`src/rtl/psw_pkg.sv`:
```
// Shared types, command/status structs and helpers for the priority scheduler.
package psw_pkg;

  localparam int unsigned BURST_W = 16;
  localparam int unsigned PRIO_W  = 8;
  localparam int unsigned NUM_W   = 6;
  localparam int unsigned TIME_W  = 21;
  localparam logic [TIME_W-1:0] TIME_MAX = {TIME_W{1'b1}};

  // Input transaction payload
  typedef struct packed {
    logic [BURST_W-1:0] burst_time;
    logic [PRIO_W-1:0]  job_priority;
    logic               last_job;
  } psw_in_t;

  // Result transaction payload
  typedef struct packed {
    logic [NUM_W-1:0]   job_number;
    logic [PRIO_W-1:0]  row_priority;
    logic [BURST_W-1:0] row_burst;
    logic [TIME_W-1:0]  waiting_time;
    logic [TIME_W-1:0]  turnaround_time;
    logic [TIME_W-1:0]  avg_waiting;
    logic [TIME_W-1:0]  avg_turnaround;
    logic               last_row;
  } psw_out_t;

  // One job slot in the job memory
  typedef struct packed {
    logic [BURST_W-1:0] burst;
    logic [PRIO_W-1:0]  prio;
    logic [NUM_W-1:0]   num;
  } psw_entry_t;

  localparam int unsigned ENTRY_W = $bits(psw_entry_t);

  // Controller states
  typedef enum logic [2:0] {
    ST_LOAD,
    ST_SCAN,
    ST_SWAP_A,
    ST_SWAP_B,
    ST_TOTAL,
    ST_DIV,
    ST_EMIT_RD,
    ST_EMIT_LD
  } psw_state_t;

  // Commands from controller to datapath
  typedef struct packed {
    logic ld_job;      // store accepted job
    logic start;       // last job seen: latch batch size, clear counters
    logic scan_issue;  // sort scan: read slot j
    logic swap_a;      // write minimum into slot i
    logic swap_b;      // write old slot i into minimum's slot, advance i
    logic tot_init;    // clear accumulators for the totals pass
    logic tot_issue;   // totals pass: read slot j
    logic div_init;    // load both dividers
    logic div_step;    // one quotient bit
    logic emit_init;   // clear row index and running wait
    logic emit_rd;     // read slot j for output
    logic emit_ld;     // load output register
  } psw_cmd_t;

  // Status from datapath to controller
  typedef struct packed {
    logic j_end;      // j has reached the batch size
    logic rd_pend;    // a scan/totals read is in flight
    logic i_last;     // after this swap only one slot remains
    logic n_zero;     // batch being started is empty
    logic n_one;      // batch being started holds one job
    logic div_done;   // all quotient bits produced
    logic out_free;   // output register can take a row this cycle
    logic emit_last;  // row being loaded is the last one
  } psw_sts_t;

  // Clamp to the 21-bit time range
  function automatic logic [TIME_W-1:0] sat_time(input logic [31:0] v);
    logic [TIME_W-1:0] r;
    if (v > 32'(TIME_MAX)) begin
      r = TIME_MAX;
    end else begin
      r = v[TIME_W-1:0];
    end
    return r;
  endfunction

endpackage

```
`src/rtl/psw_ram.sv`:
```
// Generic single-write, single-read RAM with registered read data.
module psw_ram
  #(parameter int unsigned WIDTH = 8,
    parameter int unsigned DEPTH = 32,
    localparam int unsigned AW = (DEPTH > 1) ? $clog2(DEPTH) : 1)
  (input  logic             clk,
   input  logic             we,
   input  logic [AW-1:0]    waddr,
   input  logic [WIDTH-1:0] wdata,
   input  logic             re,
   input  logic [AW-1:0]    raddr,
   output logic [WIDTH-1:0] rdata);

  logic [WIDTH-1:0] mem [DEPTH];
  logic [WIDTH-1:0] rdata_r;

  // Write port
  always_ff @(posedge clk) begin
    if (we) begin
      mem[waddr] <= wdata;
    end
  end

  // Registered read port, holds while re is low
  always_ff @(posedge clk) begin
    if (re) begin
      rdata_r <= mem[raddr];
    end
  end

  assign rdata = rdata_r;

endmodule

```
`src/rtl/psw_ctrl.sv`:
```
// Sequencer for load, sort, totals, divide and row emission phases.
module psw_ctrl
  import psw_pkg::*;
  (input  logic     clk,
   input  logic     rst_n,
   input  logic     in_valid,
   input  logic     in_last,
   output logic     in_ready,
   output psw_cmd_t cmd,
   input  psw_sts_t sts);

  psw_state_t state_r, state_nxt;

  // State register
  always_ff @(posedge clk) begin
    if (!rst_n) begin
      state_r <= ST_LOAD;
    end else begin
      state_r <= state_nxt;
    end
  end

  // Next state and commands
  always_comb begin
    state_nxt = state_r;
    cmd       = '0;
    in_ready  = 1'b0;
    unique case (state_r)
      ST_LOAD: begin
        in_ready = 1'b1;
        if (in_valid) begin
          cmd.ld_job = 1'b1;
          if (in_last) begin
            cmd.start = 1'b1;
            priority if (sts.n_zero) begin
              state_nxt = ST_LOAD;
            end else if (sts.n_one) begin
              cmd.tot_init = 1'b1;
              state_nxt    = ST_TOTAL;
            end else begin
              state_nxt = ST_SCAN;
            end
          end
        end
      end
      ST_SCAN: begin
        cmd.scan_issue = !sts.j_end;
        if (sts.j_end && !sts.rd_pend) begin
          state_nxt = ST_SWAP_A;
        end
      end
      ST_SWAP_A: begin
        cmd.swap_a = 1'b1;
        state_nxt  = ST_SWAP_B;
      end
      ST_SWAP_B: begin
        cmd.swap_b = 1'b1;
        if (sts.i_last) begin
          cmd.tot_init = 1'b1;
          state_nxt    = ST_TOTAL;
        end else begin
          state_nxt = ST_SCAN;
        end
      end
      ST_TOTAL: begin
        cmd.tot_issue = !sts.j_end;
        if (sts.j_end && !sts.rd_pend) begin
          cmd.div_init = 1'b1;
          state_nxt    = ST_DIV;
        end
      end
      ST_DIV: begin
        if (sts.div_done) begin
          cmd.emit_init = 1'b1;
          state_nxt     = ST_EMIT_RD;
        end else begin
          cmd.div_step = 1'b1;
        end
      end
      ST_EMIT_RD: begin
        cmd.emit_rd = 1'b1;
        state_nxt   = ST_EMIT_LD;
      end
      ST_EMIT_LD: begin
        if (sts.out_free) begin
          cmd.emit_ld = 1'b1;
          state_nxt   = sts.emit_last ? ST_LOAD : ST_EMIT_RD;
        end
      end
      default: begin
        state_nxt = ST_LOAD;
      end
    endcase
  end

endmodule

```
`src/rtl/psw_dp.sv`:
```
// Datapath: job memory, sort scan, totals, dividers and output register.
module psw_dp
  import psw_pkg::*;
  #(parameter int unsigned MAX_PROCS = 32)
  (input  logic     clk,
   input  logic     rst_n,
   input  psw_in_t  in_data,
   input  psw_cmd_t cmd,
   output psw_sts_t sts,
   output logic     out_valid,
   input  logic     out_ready,
   output psw_out_t out_data);

  localparam int unsigned CNT_W  = $clog2(MAX_PROCS + 1);
  localparam int unsigned IDX_W  = (MAX_PROCS > 1) ? $clog2(MAX_PROCS) : 1;
  localparam int unsigned WAIT_W = BURST_W + CNT_W;
  localparam int unsigned TOT_W  = WAIT_W + CNT_W;
  localparam int unsigned DIVC_W = $clog2(TOT_W + 1);

  // Control and payload registers
  logic [CNT_W-1:0]  count_r, count_nxt;
  logic [CNT_W-1:0]  n_r, n_nxt;
  logic [IDX_W-1:0]  i_r, i_nxt;
  logic [CNT_W-1:0]  j_r, j_nxt;
  logic [IDX_W-1:0]  pos_r, pos_nxt;
  psw_entry_t        cur_r, cur_nxt;
  psw_entry_t        min_r, min_nxt;
  logic              rd_vld_r, rd_vld_nxt;
  logic              rd_tot_r, rd_tot_nxt;
  logic [IDX_W-1:0]  rd_idx_r, rd_idx_nxt;
  logic [WAIT_W-1:0] wait_r, wait_nxt;
  logic [TOT_W-1:0]  tw_r, tw_nxt;
  logic [TOT_W-1:0]  tt_r, tt_nxt;
  logic [TOT_W-1:0]  qw_r, qw_nxt;
  logic [TOT_W-1:0]  qt_r, qt_nxt;
  logic [CNT_W:0]    rw_r, rw_nxt;
  logic [CNT_W:0]    rt_r, rt_nxt;
  logic [DIVC_W-1:0] divc_r, divc_nxt;
  logic              out_valid_r, out_valid_nxt;
  psw_out_t          out_data_r, out_data_nxt;

  // Memory ports
  logic              ram_we, ram_re;
  logic [IDX_W-1:0]  ram_waddr, ram_raddr;
  psw_entry_t        ram_wdata;
  logic [ENTRY_W-1:0] ram_rdata;
  psw_entry_t        rd_ent;

  // Helper signals
  logic              stored;
  logic [CNT_W-1:0]  cnt_inc;
  logic [CNT_W-1:0]  n_load;
  logic [WAIT_W-1:0] burst_ext;
  logic [WAIT_W-1:0] wait_plus;
  logic [CNT_W:0]    rw_sh, rt_sh, n_ext;
  logic              ge_w, ge_t;

  assign rd_ent    = psw_entry_t'(ram_rdata);
  assign stored    = (count_r < CNT_W'(MAX_PROCS));
  assign cnt_inc   = count_r + CNT_W'(1);
  assign n_load    = stored ? cnt_inc : count_r;
  assign burst_ext = WAIT_W'(rd_ent.burst);
  assign wait_plus = wait_r + burst_ext;

  // Restoring divider step, one bit per cycle for both totals
  assign n_ext = {1'b0, n_r};
  assign rw_sh = {rw_r[CNT_W-1:0], qw_r[TOT_W-1]};
  assign rt_sh = {rt_r[CNT_W-1:0], qt_r[TOT_W-1]};
  assign ge_w  = (rw_sh >= n_ext);
  assign ge_t  = (rt_sh >= n_ext);

  // Memory port muxing
  always_comb begin
    ram_we    = 1'b0;
    ram_waddr = count_r[IDX_W-1:0];
    ram_wdata = '{burst: in_data.burst_time, prio: in_data.job_priority,
                  num: NUM_W'(cnt_inc)};
    priority if (cmd.ld_job && stored) begin
      ram_we = 1'b1;
    end else if (cmd.swap_a) begin
      ram_we    = 1'b1;
      ram_waddr = i_r;
      ram_wdata = min_r;
    end else if (cmd.swap_b) begin
      ram_we    = 1'b1;
      ram_waddr = pos_r;
      ram_wdata = cur_r;
    end
    ram_re    = cmd.scan_issue | cmd.tot_issue | cmd.emit_rd;
    ram_raddr = j_r[IDX_W-1:0];
  end

  // Next-state logic
  always_comb begin
    count_nxt     = count_r;
    n_nxt         = n_r;
    i_nxt         = i_r;
    j_nxt         = j_r;
    pos_nxt       = pos_r;
    cur_nxt       = cur_r;
    min_nxt       = min_r;
    rd_vld_nxt    = cmd.scan_issue | cmd.tot_issue;
    rd_tot_nxt    = cmd.tot_issue;
    rd_idx_nxt    = j_r[IDX_W-1:0];
    wait_nxt      = wait_r;
    tw_nxt        = tw_r;
    tt_nxt        = tt_r;
    qw_nxt        = qw_r;
    qt_nxt        = qt_r;
    rw_nxt        = rw_r;
    rt_nxt        = rt_r;
    divc_nxt      = divc_r;
    out_valid_nxt = out_valid_r && !out_ready;
    out_data_nxt  = out_data_r;

    // Loading
    if (cmd.ld_job && stored) begin
      count_nxt = cnt_inc;
    end
    if (cmd.start) begin
      count_nxt = '0;
      n_nxt     = n_load;
      i_nxt     = '0;
      j_nxt     = '0;
    end

    // Sort scan: issue reads, compare returned slots
    if (cmd.scan_issue) begin
      j_nxt = j_r + CNT_W'(1);
    end
    if (rd_vld_r && !rd_tot_r) begin
      if (rd_idx_r == i_r) begin
        cur_nxt = rd_ent;
        min_nxt = rd_ent;
        pos_nxt = rd_idx_r;
      end else if (rd_ent.prio < min_r.prio) begin
        min_nxt = rd_ent;
        pos_nxt = rd_idx_r;
      end
    end
    if (cmd.swap_b) begin
      i_nxt = i_r + IDX_W'(1);
      j_nxt = CNT_W'(i_r) + CNT_W'(1);
    end

    // Totals pass
    if (cmd.tot_init) begin
      j_nxt    = '0;
      wait_nxt = '0;
      tw_nxt   = '0;
      tt_nxt   = '0;
    end
    if (cmd.tot_issue) begin
      j_nxt = j_r + CNT_W'(1);
    end
    if (rd_vld_r && rd_tot_r) begin
      tw_nxt   = tw_r + TOT_W'(wait_r);
      tt_nxt   = tt_r + TOT_W'(wait_plus);
      wait_nxt = wait_plus;
    end

    // Averages
    if (cmd.div_init) begin
      qw_nxt   = tw_r;
      qt_nxt   = tt_r;
      rw_nxt   = '0;
      rt_nxt   = '0;
      divc_nxt = DIVC_W'(TOT_W);
    end
    if (cmd.div_step) begin
      rw_nxt   = ge_w ? (rw_sh - n_ext) : rw_sh;
      rt_nxt   = ge_t ? (rt_sh - n_ext) : rt_sh;
      qw_nxt   = {qw_r[TOT_W-2:0], ge_w};
      qt_nxt   = {qt_r[TOT_W-2:0], ge_t};
      divc_nxt = divc_r - DIVC_W'(1);
    end

    // Row emission
    if (cmd.emit_init) begin
      j_nxt    = '0;
      wait_nxt = '0;
    end
    if (cmd.emit_ld) begin
      out_valid_nxt                = 1'b1;
      out_data_nxt.job_number      = rd_ent.num;
      out_data_nxt.row_priority    = rd_ent.prio;
      out_data_nxt.row_burst       = rd_ent.burst;
      out_data_nxt.waiting_time    = sat_time(32'(wait_r));
      out_data_nxt.turnaround_time = sat_time(32'(wait_plus));
      out_data_nxt.avg_waiting     = sat_time(32'(qw_r));
      out_data_nxt.avg_turnaround  = sat_time(32'(qt_r));
      out_data_nxt.last_row        = sts.emit_last;
      wait_nxt                     = wait_plus;
      j_nxt                        = j_r + CNT_W'(1);
    end
  end

  // Registers
  always_ff @(posedge clk) begin
    if (!rst_n) begin
      count_r     <= '0;
      rd_vld_r    <= 1'b0;
      out_valid_r <= 1'b0;
    end else begin
      count_r     <= count_nxt;
      rd_vld_r    <= rd_vld_nxt;
      out_valid_r <= out_valid_nxt;
    end
    n_r        <= n_nxt;
    i_r        <= i_nxt;
    j_r        <= j_nxt;
    pos_r      <= pos_nxt;
    cur_r      <= cur_nxt;
    min_r      <= min_nxt;
    rd_tot_r   <= rd_tot_nxt;
    rd_idx_r   <= rd_idx_nxt;
    wait_r     <= wait_nxt;
    tw_r       <= tw_nxt;
    tt_r       <= tt_nxt;
    qw_r       <= qw_nxt;
    qt_r       <= qt_nxt;
    rw_r       <= rw_nxt;
    rt_r       <= rt_nxt;
    divc_r     <= divc_nxt;
    out_data_r <= out_data_nxt;
  end

  // Status to controller
  always_comb begin
    sts.j_end     = (j_r == n_r);
    sts.rd_pend   = rd_vld_r;
    sts.i_last    = ((CNT_W'(i_r) + CNT_W'(1)) == (n_r - CNT_W'(1)));
    sts.n_zero    = (n_load == '0);
    sts.n_one     = (n_load == CNT_W'(1));
    sts.div_done  = (divc_r == '0);
    sts.out_free  = !out_valid_r || out_ready;
    sts.emit_last = ((j_r + CNT_W'(1)) == n_r);
  end

  // Job memory
  psw_ram #(
    .WIDTH (ENTRY_W),
    .DEPTH (MAX_PROCS)
  ) u_ram (
    .clk   (clk),
    .we    (ram_we),
    .waddr (ram_waddr),
    .wdata (ram_wdata),
    .re    (ram_re),
    .raddr (ram_raddr),
    .rdata (ram_rdata)
  );

  assign out_valid = out_valid_r;
  assign out_data  = out_data_r;

endmodule

```
`src/rtl/priority_schedule_wait_times.sv`:
```
// Nonpreemptive priority scheduler: top level joining controller and datapath.
//
// Jobs load one per cycle into a MAX_PROCS-deep job memory; the transaction
// with last_job set closes the batch (jobs past MAX_PROCS are dropped). The
// batch of n jobs is then selection-sorted by ascending priority (first strict
// minimum wins, not stable), totals are summed, both averages are formed by a
// bit-serial divider, and one row per job is sent in schedule order. After the
// closing transaction the block is busy for the scan, swap and totals passes,
// the divider and the row emission, plus any output stall; the quadratic scan
// through the single memory read port dominates. in_ready is high only while
// loading, and the final row may still wait in the output register while the
// next batch loads.
module priority_schedule_wait_times
  import psw_pkg::*;
  #(parameter int unsigned MAX_PROCS = 32)
  (input  logic     clk,
   input  logic     rst_n,
   input  logic     in_valid,
   output logic     in_ready,
   input  psw_in_t  in_data,
   output logic     out_valid,
   input  logic     out_ready,
   output psw_out_t out_data);

  psw_cmd_t cmd;
  psw_sts_t sts;

  // Sequencer
  psw_ctrl u_ctrl (
    .clk      (clk),
    .rst_n    (rst_n),
    .in_valid (in_valid),
    .in_last  (in_data.last_job),
    .in_ready (in_ready),
    .cmd      (cmd),
    .sts      (sts)
  );

  // Datapath
  psw_dp #(
    .MAX_PROCS (MAX_PROCS)
  ) u_dp (
    .clk       (clk),
    .rst_n     (rst_n),
    .in_data   (in_data),
    .cmd       (cmd),
    .sts       (sts),
    .out_valid (out_valid),
    .out_ready (out_ready),
    .out_data  (out_data)
  );

endmodule
```
`config.mk`:
```
export PLATFORM = sky130hd
export DESIGN_NAME = priority_schedule_wait_times
export DESIGN_NICKNAME = d
export VERILOG_FILES = /design/src/rtl/psw_pkg.sv /design/src/rtl/psw_ram.sv /design/src/rtl/psw_ctrl.sv /design/src/rtl/psw_dp.sv /design/src/rtl/priority_schedule_wait_times.sv
export SDC_FILE = /design/constraint.sdc
export NUM_CORES = 2
export LEC_CHECK = 0
export BUFFER_PORTS_ARGS = -buffer_cell sky130_fd_sc_hd__buf_2
export CAP_MARGIN = 5
export CELL_PAD_IN_SITES_DETAIL_PLACEMENT = 1
export CELL_PAD_IN_SITES_GLOBAL_PLACEMENT = 2
export CORE_ASPECT_RATIO = 0.75
export CORE_MARGIN = 3
export CORE_UTILIZATION = 52
export DETAILED_ROUTE_END_ITERATION = 7
export GPL_ROUTABILITY_DRIVEN = 1
export PLACE_DENSITY = 0.94
export SYNTH_ARGS = -nofsm -noshare
export SYNTH_HDL_FRONTEND = slang
export SYNTH_SLANG_ARGS = --single-unit
export TNS_END_PERCENT = 10
```
`constraint.sdc`:
```
create_clock -name clk -period 16.6 [get_ports clk]
set_clock_uncertainty 0.05 [all_clocks]
set_input_delay 0.83 -clock clk [delete_from_list [all_inputs] [get_ports clk]]
set_output_delay 0.83 -clock clk [all_outputs]
set_load 0.05 [all_outputs]
```
== Word level (Yosys, flattened, before mapping) ==
Memory sizes are Yosys's and may differ from the RTL's. A register that Yosys moved wholly into a read port is not among the register bits.
Cells that the tools add are included.

* Bits in registers: 365
* Memory bits (writable): 960
* Output and inout port bits: 117
* Logic and storage cells: 173
* Memories kept: 1

* Add/subtract/negate cells: 11
* Magnitude comparators: 8
* Eq/ne operators: 18
* Multiplexer cells: 76
* Bitwise gates (word level): 3
* Reductions and logical operators: 24

{| class="wikitable"
|+ Memory list
! memory !! depth !! bits a word !! read ports !! clocked after Yosys merged registers in !! write ports !! RTL line !! source
|-
| u_dp.u_ram.mem || 32 || 30 || 1 || 1 || 1 || psw_ram.sv:14 || <nowiki>logic [WIDTH-1:0] mem [DEPTH];</nowiki>
|}

{| class="wikitable"
|+ Operator list
! kind !! count
|-
| two-way mux 28 bit || 7
|-
| two-way mux 30 bit || 5
|-
| two-way mux 22 bit || 4
|-
| two-way mux 6 bit || 13
|-
| adder 28 x 22 -> 28 bit || 2
|-
| > comparator 28 x 21 -> 1 bit (second input constant) || 2
|-
| two-way mux 5 bit || 9
|-
| > comparator 22 x 21 -> 1 bit (second input constant) || 2
|-
| two-way mux 3 bit || 10
|-
| one-hot mux 3 bit (8 select lines) || 1
|-
| adder 22 x 16 -> 22 bit || 1
|-
| two-way mux 1 bit || 22
|-
| equality test 6 bit || 3
|-
| >= comparator 7 x 6 -> 1 bit || 2
|-
| adder 6 x 1 -> 6 bit (second input constant) || 2
|-
| equality test 3 bit (second input constant) || 4
|-
| subtractor 6 bit || 2
|-
| less-than comparator 8 bit || 1
|-
| two-way mux 2 bit || 4
|-
| inequality test 2 bit (second input constant) || 4
|-
| nonzero test 2 bit || 4
|-
| nonzero test 7 bit || 1
|-
| adder 5 x 1 -> 6 bit (second input constant) || 1
|-
| equality test 3 x 2 -> 1 bit (second input constant) || 2
|-
| other kinds (21) || 32
|}

== Logic depth before layout (Yosys ltp) ==
* Word-level depth: 12
* Gate-level depth with buffers: 19
* Gate-level depth less buffers: 18

== By module ==
Synthesis repeated with hierarchy kept, for this count alone.

* Cell total of the unflattened synthesis: 3,661
* Area, all modules: 56,787.0 um2

{| class="wikitable"
|+ Modules (own cells, without submodules)
! module !! instances !! cells an instance !! area an instance (um2) !! sequential area each (um2)
|-
| psw_ram || 1 || 2,122 || 38,359.3 || 29,728.5
|-
| psw_dp || 1 || 1,492 || 18,094.9 || 10,730.3
|-
| psw_ctrl || 1 || 47 || 332.8 || 60.1
|}

== Worst setup path after synthesis ==
OpenSTA, ideal clock, no wires.

* Kind: register to register
* Start: register u_dp.j_r[0]
* End: register u_dp.divc_r[0], enable pin
* Setup time: 594 ps
* Arrival: 6,530 ps
* Required time: 15,956 ps
* Path slack: 9,426 ps
* Cell stages (with the launch flop): 10
* Path buffers: 3
* Clock period less this slack: 7,174 ps
* Cells stage by stage: edfxtp_1 > buf_2 > buf_6 > buf_4 > xnor2_1 > nand3_1 > or2_1 > nor2_1 > a21oi_1 > nor3_1

* Word-level cells in the longest chain between the ends: 5

{| class="wikitable"
|+ RTL lines
! item !! RTL line !! source
|-
| start: declaration || psw_dp.sv:24 || <nowiki>logic [CNT_W-1:0] j_r, j_nxt;</nowiki>
|-
| start signal: assignment || psw_dp.sv:211 || <nowiki>j_r <= j_nxt;</nowiki>
|-
| equality test 6 bit || psw_dp.sv:230 || <nowiki>sts.j_end = (j_r == n_r);</nowiki>
|-
| logical AND 1 bit || psw_ctrl.sv:67 || <nowiki>if (sts.j_end && !sts.rd_pend) begin</nowiki>
|-
| two-way mux 1 bit || psw_ctrl.sv:67 ||
|-
| two-way mux 2 bit || psw_ctrl.sv:28 || <nowiki>unique case (state_r)</nowiki>
|-
| nonzero test 2 bit (no source line) || -- ||
|-
| end signal: assignment || psw_dp.sv:224 || <nowiki>divc_r <= divc_nxt;</nowiki>
|-
| end: declaration || psw_dp.sv:38 || <nowiki>logic [DIVC_W-1:0] divc_r, divc_nxt;</nowiki>
|}

Every way passes these cells.
A chain may end at the register's enable or synchronous reset.

== Worst setup path after layout ==
* Start: register u_dp.u_ram.rdata_r[14], in the netlist u_dp.u_ram.rdata[14] (read register of u_dp.u_ram.mem)
* End: register u_dp.tt_r[27], data pin

* Word-level cells in the longest chain between the ends: 3

{| class="wikitable"
|+ RTL lines
! item !! RTL line !! source
|-
| start: declaration || psw_ram.sv:15 || <nowiki>logic [WIDTH-1:0] rdata_r;</nowiki>
|-
| adder 22 x 16 -> 22 bit || psw_dp.sv:63 || <nowiki>assign wait_plus = wait_r + burst_ext;</nowiki>
|-
| named net u_dp.wait_plus[14] || psw_dp.sv:54 || <nowiki>logic [WAIT_W-1:0] wait_plus;</nowiki>
|-
| adder 28 x 22 -> 28 bit || psw_dp.sv:158 || <nowiki>tt_nxt = tt_r + TOT_W'(wait_plus);</nowiki>
|-
| two-way mux 28 bit || psw_dp.sv:156 || <nowiki>if (rd_vld_r && rd_tot_r) begin</nowiki>
|-
| end signal: assignment || psw_dp.sv:219 || <nowiki>tt_r <= tt_nxt;</nowiki>
|-
| end: declaration || psw_dp.sv:33 || <nowiki>logic [TOT_W-1:0] tt_r, tt_nxt;</nowiki>
|}

The timed path passes the listed nets, and every way through them passes these cells.

==> summary.md <==
| Metric | Value |
|---|---|
| Layout area overhead | 12.54% |
| Detailed-route vias per instance | 6.706 |
| Main combinational cell family by area after synthesis | multiplexers |
| Post-synthesis sequential element count | 1355 |
| Wire length of the first global-routing pass | 244.2 mm |
| Vias in the first global route | 33457 |
| Classification of the worst-slack hold path | flip-flop to flip-flop |
| Final core utilization | 59.45% |
| Share of async-settable or async-resettable flops after synthesis | 0% |
| Total power after layout | 11.11 mW |
| All-layer global routing usage | 30.37% |
| Maximum fanout count along the critical path | 6 |
| Mux cell area share after synthesis | 13.27% |
| Number of flops mapped to enable cells by yosys | 1338 |
| DRC errors left | 0 |
| Insertion delay to the later sink of the worst-skew pair | 750 ps |
| Post-synthesis cell type with the largest combined area | edfxtp_1 |
| Post-synthesis cell area | 0.05610 mm^2 |
| Net load switching power | 3.766 mW |
| Die Outline Area | 0.1119 mm^2 |
| Internal cell power | 7.342 mW |
| Final hold slack | 415.4 ps |
| Worst setup SP type | flip-flop |
| Number of cell rows | 103 |
| Final critical-path required period | 5460 ps |
| Actual slew at the worst max-slew pin | 1299 ps |
| Maximum clock rate | 183.2 MHz |
| Floorplan die width | 385.3 um |
| Most frequent cells after synthesis | 1338 x edfxtp_1, 300 x mux4_2, 296 x nand2_1, 139 x nor2_1 |
| Pre-antenna DRT Iters | 5 |
| Cts bufs inserted | 121 |
| Outcome | complete, no violations |
| Worst slew slack as a fraction of its limit | 13.41% |
| Number of antenna cells inserted | 0 |
| Synthesis Warnings | 0 |
| Clock Sink Count | 1355 |
| Parity-gate share of the synthesized area counting xor and xnor cells | 1.492% |
| I/O Pins | 146 |
| Standard cell with the maximum stage delay on the critical path | a41oi_1 |
| Slack of the worst reg-to-reg path | 11140 ps |
| Chain of cells forming the critical path | ha_1 -> inv_1 -> fa_1 -> nor2b_1 -> o211ai_1 -> a211oi_2 -> o21ai_1 -> and4_1 -> nor3_1 -> inv_1 -> ha_1 -> a21oi_1 -> o21ai_0 -> a221o_1 -> a21o_1 -> a41oi_1 -> or3_1 -> a21oi_1 |
| Core ar. | 0.1062 mm^2 |
| Number of nets still failing antenna checks after routing | 0 |
| Simple-gate portion of the synthesized area | 5.487% |
| Nets in the synthesized netlist | 3245 |
| Clock network fraction of total power | 26.4% |
| Bufs and invs on worst path | 2 |
| Adder-cell share of the synthesized area | 2.092% |
| WP data required | 16990 ps |
| Post-cts resize count | 0 |
| Placed Cells incl. Taps | 4628 |
| Cell Count, Final, Fillers Out | 4854 |
| Portion of the post-synthesis area used by sequential elements | 72.23% |
| Post-CTS setup buffer count | 0 |
| Primary flip-flop cell chosen by synthesis mapping | edfxtp_1 |
| Input/output buffers | 145 |
| Kind of critical path | flip-flop to flip-flop |
| Maximum Capacitance Violations | 0 |
| Average wire per standard cell | 34.82 um |
| Number of H-tree branching levels | 3 |
| Number of library cell types mapped by synthesis | 79 |
| Gpl congestion | 0.9080 |
| Flop pwr share | 40.3% |
| Kind of cell with the highest combined delay on the critical path | compound AO/OA/AOI/OAI gates |
| Clock tree root driver cell | clkbuf_16 |
| Top post-synthesis cells by area | edfxtp_1 72%, mux4_2 12%, nand2_1 2.0% |
| Complex-gate fraction of the synthesized area | 3.805% |
| Leakage power | 20.67 nW |
| Hold Vio Cnt, Final | 0 |
| Proportion of total power due to net switching | 33.90% |
| Average instance area after synthesis | 17.95 um^2 |
| Final clock period utilization by the worst path | 32.89% |
| Die Ht | 290.4 um |
| Peak per-stage delay on the critical path | 480 ps |
| Detailed-route via count | 32551 |
| DRC marker count from the first detailed-route iteration | 5087 |
| Final-report setup violation count | 0 |
| Number of antenna violations at the first check in global routing | 2 |
| NumNets Final | 3456 |
| Fin Setup TNS | 0 ps |
| RSZ-0062 raised after global routing | no |
| Cell with the most instances after synthesis | edfxtp_1 |
| Initial Utilization | 52.83% |
| Buffer levels on the longest clock path | 3 |
| Worst voltage drop across the vdd grid | 0.1190 mV |
| Clock slew at the register clock pins of the worst setup and hold paths | 70 ps |
| Count of final max-slew check failures | 0 |
| Pin count of the biggest net entering global routing | 115 |
| Pwr per Cell Area | 176.0 mW/mm^2 |
| Cts hold-fix bufs | 0 |
| TritonCTS clock tree | yes |
| Count of fill cells added during filler insertion | 9376 |
| Portion of synthesized cell area occupied by the leading cell type | 71.62% |
| Endpoint type of the worst setup path | flip-flop |
| Total wire length after detailed routing | 169.0 mm |
| CP arrival | 5850 ps |
| Comb power frac | 33.3% |
| Sum of overflow across all layers after global routing | 0 |
| Cell count after synthesis | 3126 |
| Post-detail-place hpwl | 93.48 mm |
| Ratio of cells with drive above 1 in the final layout | 25.08% |
power groups by stage:
stage	registers (mW)	clock network (mW)	logic, mW
after floorplan	4.44	0	2.48
after global placement	4.50	0	3.30
after detailed placement	4.53	0	3.50
after CTS	4.47	2.95	3.63
after global routing	4.48	3.09	3.90
final	4.48	2.94	3.70
layer usage:
layer	GRT usage [%]	vias up	share of wire, %
li1	-	12812	-
met1	43.05	16949	37
met2	47.87	2393	48
met3	6.275	395	11
met4	9.624	2	3.7
met5	0	-	0.0077
sequential cells by signal, indices dropped and copies added, names as in the netlist, 6 cells and up:
register	cells
u_dp.j_r	6
u_dp.min_r	30
u_dp.tw_r	28
u_dp.n_r	6
u_dp.qw_r	28
u_dp.rt_r	6
u_dp.u_ram.mem	960
u_dp.u_ram.rdata	30
u_dp.cur_r	30
u_dp.rw_r	6
u_dp.out_data	115
u_dp.wait_r	22
u_dp.count_r	6
u_dp.qt_r	28
u_dp.tt_r	28
cells by family (layout without fill, tap and decap cells):
logic type	Yosys count	count (layout)
buf+inv	216	527
mux	365	365
flops	1355	1355
simple gates	674	674
xor+xnor	94	94
compound gates	331	331
fa+ha+maj	91	91
cell type report:
class / count / area [um^2] / share of cell area [%]
timing repair buffer: 219 / 1316 / 2.085
clock buffer: 153 / 3179 / 5.036
multi-input combinational: 1555 / 15150 / 23.99
sequential: 1355 / 40520 / 64.19
inverter: 85 / 319.1 / 0.5054
clock inverter: 70 / 874.6 / 1.385
tap: 1417 / 1773 / 2.809
path summary, 6_finish.rpt:
check,cells past startpoint,endpoint,start
worst max register to register,18,u_dp.tt_r[27]$_SDFFCE_PN0P_,u_dp.u_ram.rdata[14]$_DFFE_PP_
worst max-delay path,18,u_dp.tt_r[27]$_SDFFCE_PN0P_,u_dp.u_ram.rdata[14]$_DFFE_PP_
worst min register to register,0,u_dp.pos_r[1]$_DFFE_PP_,u_dp.rd_idx_r[1]$_DFF_P_
worst min-delay path,0,u_dp.pos_r[1]$_DFFE_PP_,u_dp.rd_idx_r[1]$_DFF_P_
cells in the final DEF, fill, tap and decap left out, types with 34 or more instances in the layout:
cell type	instances
clkbuf_16	122
ha_1	85
mux4_2	300
o21ai_0	53
xor2_1	35
edfxtp_1	1338
buf_4	70
nand2_1	292
xnor2_1	58
nand3_1	42
or2_2	63
nor2_1	106
mux2i_1	34
a21oi_1	84
inv_1	82
buf_2	145
stage by stage:
stage,setup slack (ps),cell area (um^2)
6_report,11140,63130
5_1_grt,10890,63130
4_1_cts,11270,62990
3_5_place_dp,11420,58940
3_3_place_gp,11730,58940
2_1_floorplan,9426,56100
(Power assumes the default switching activity.)
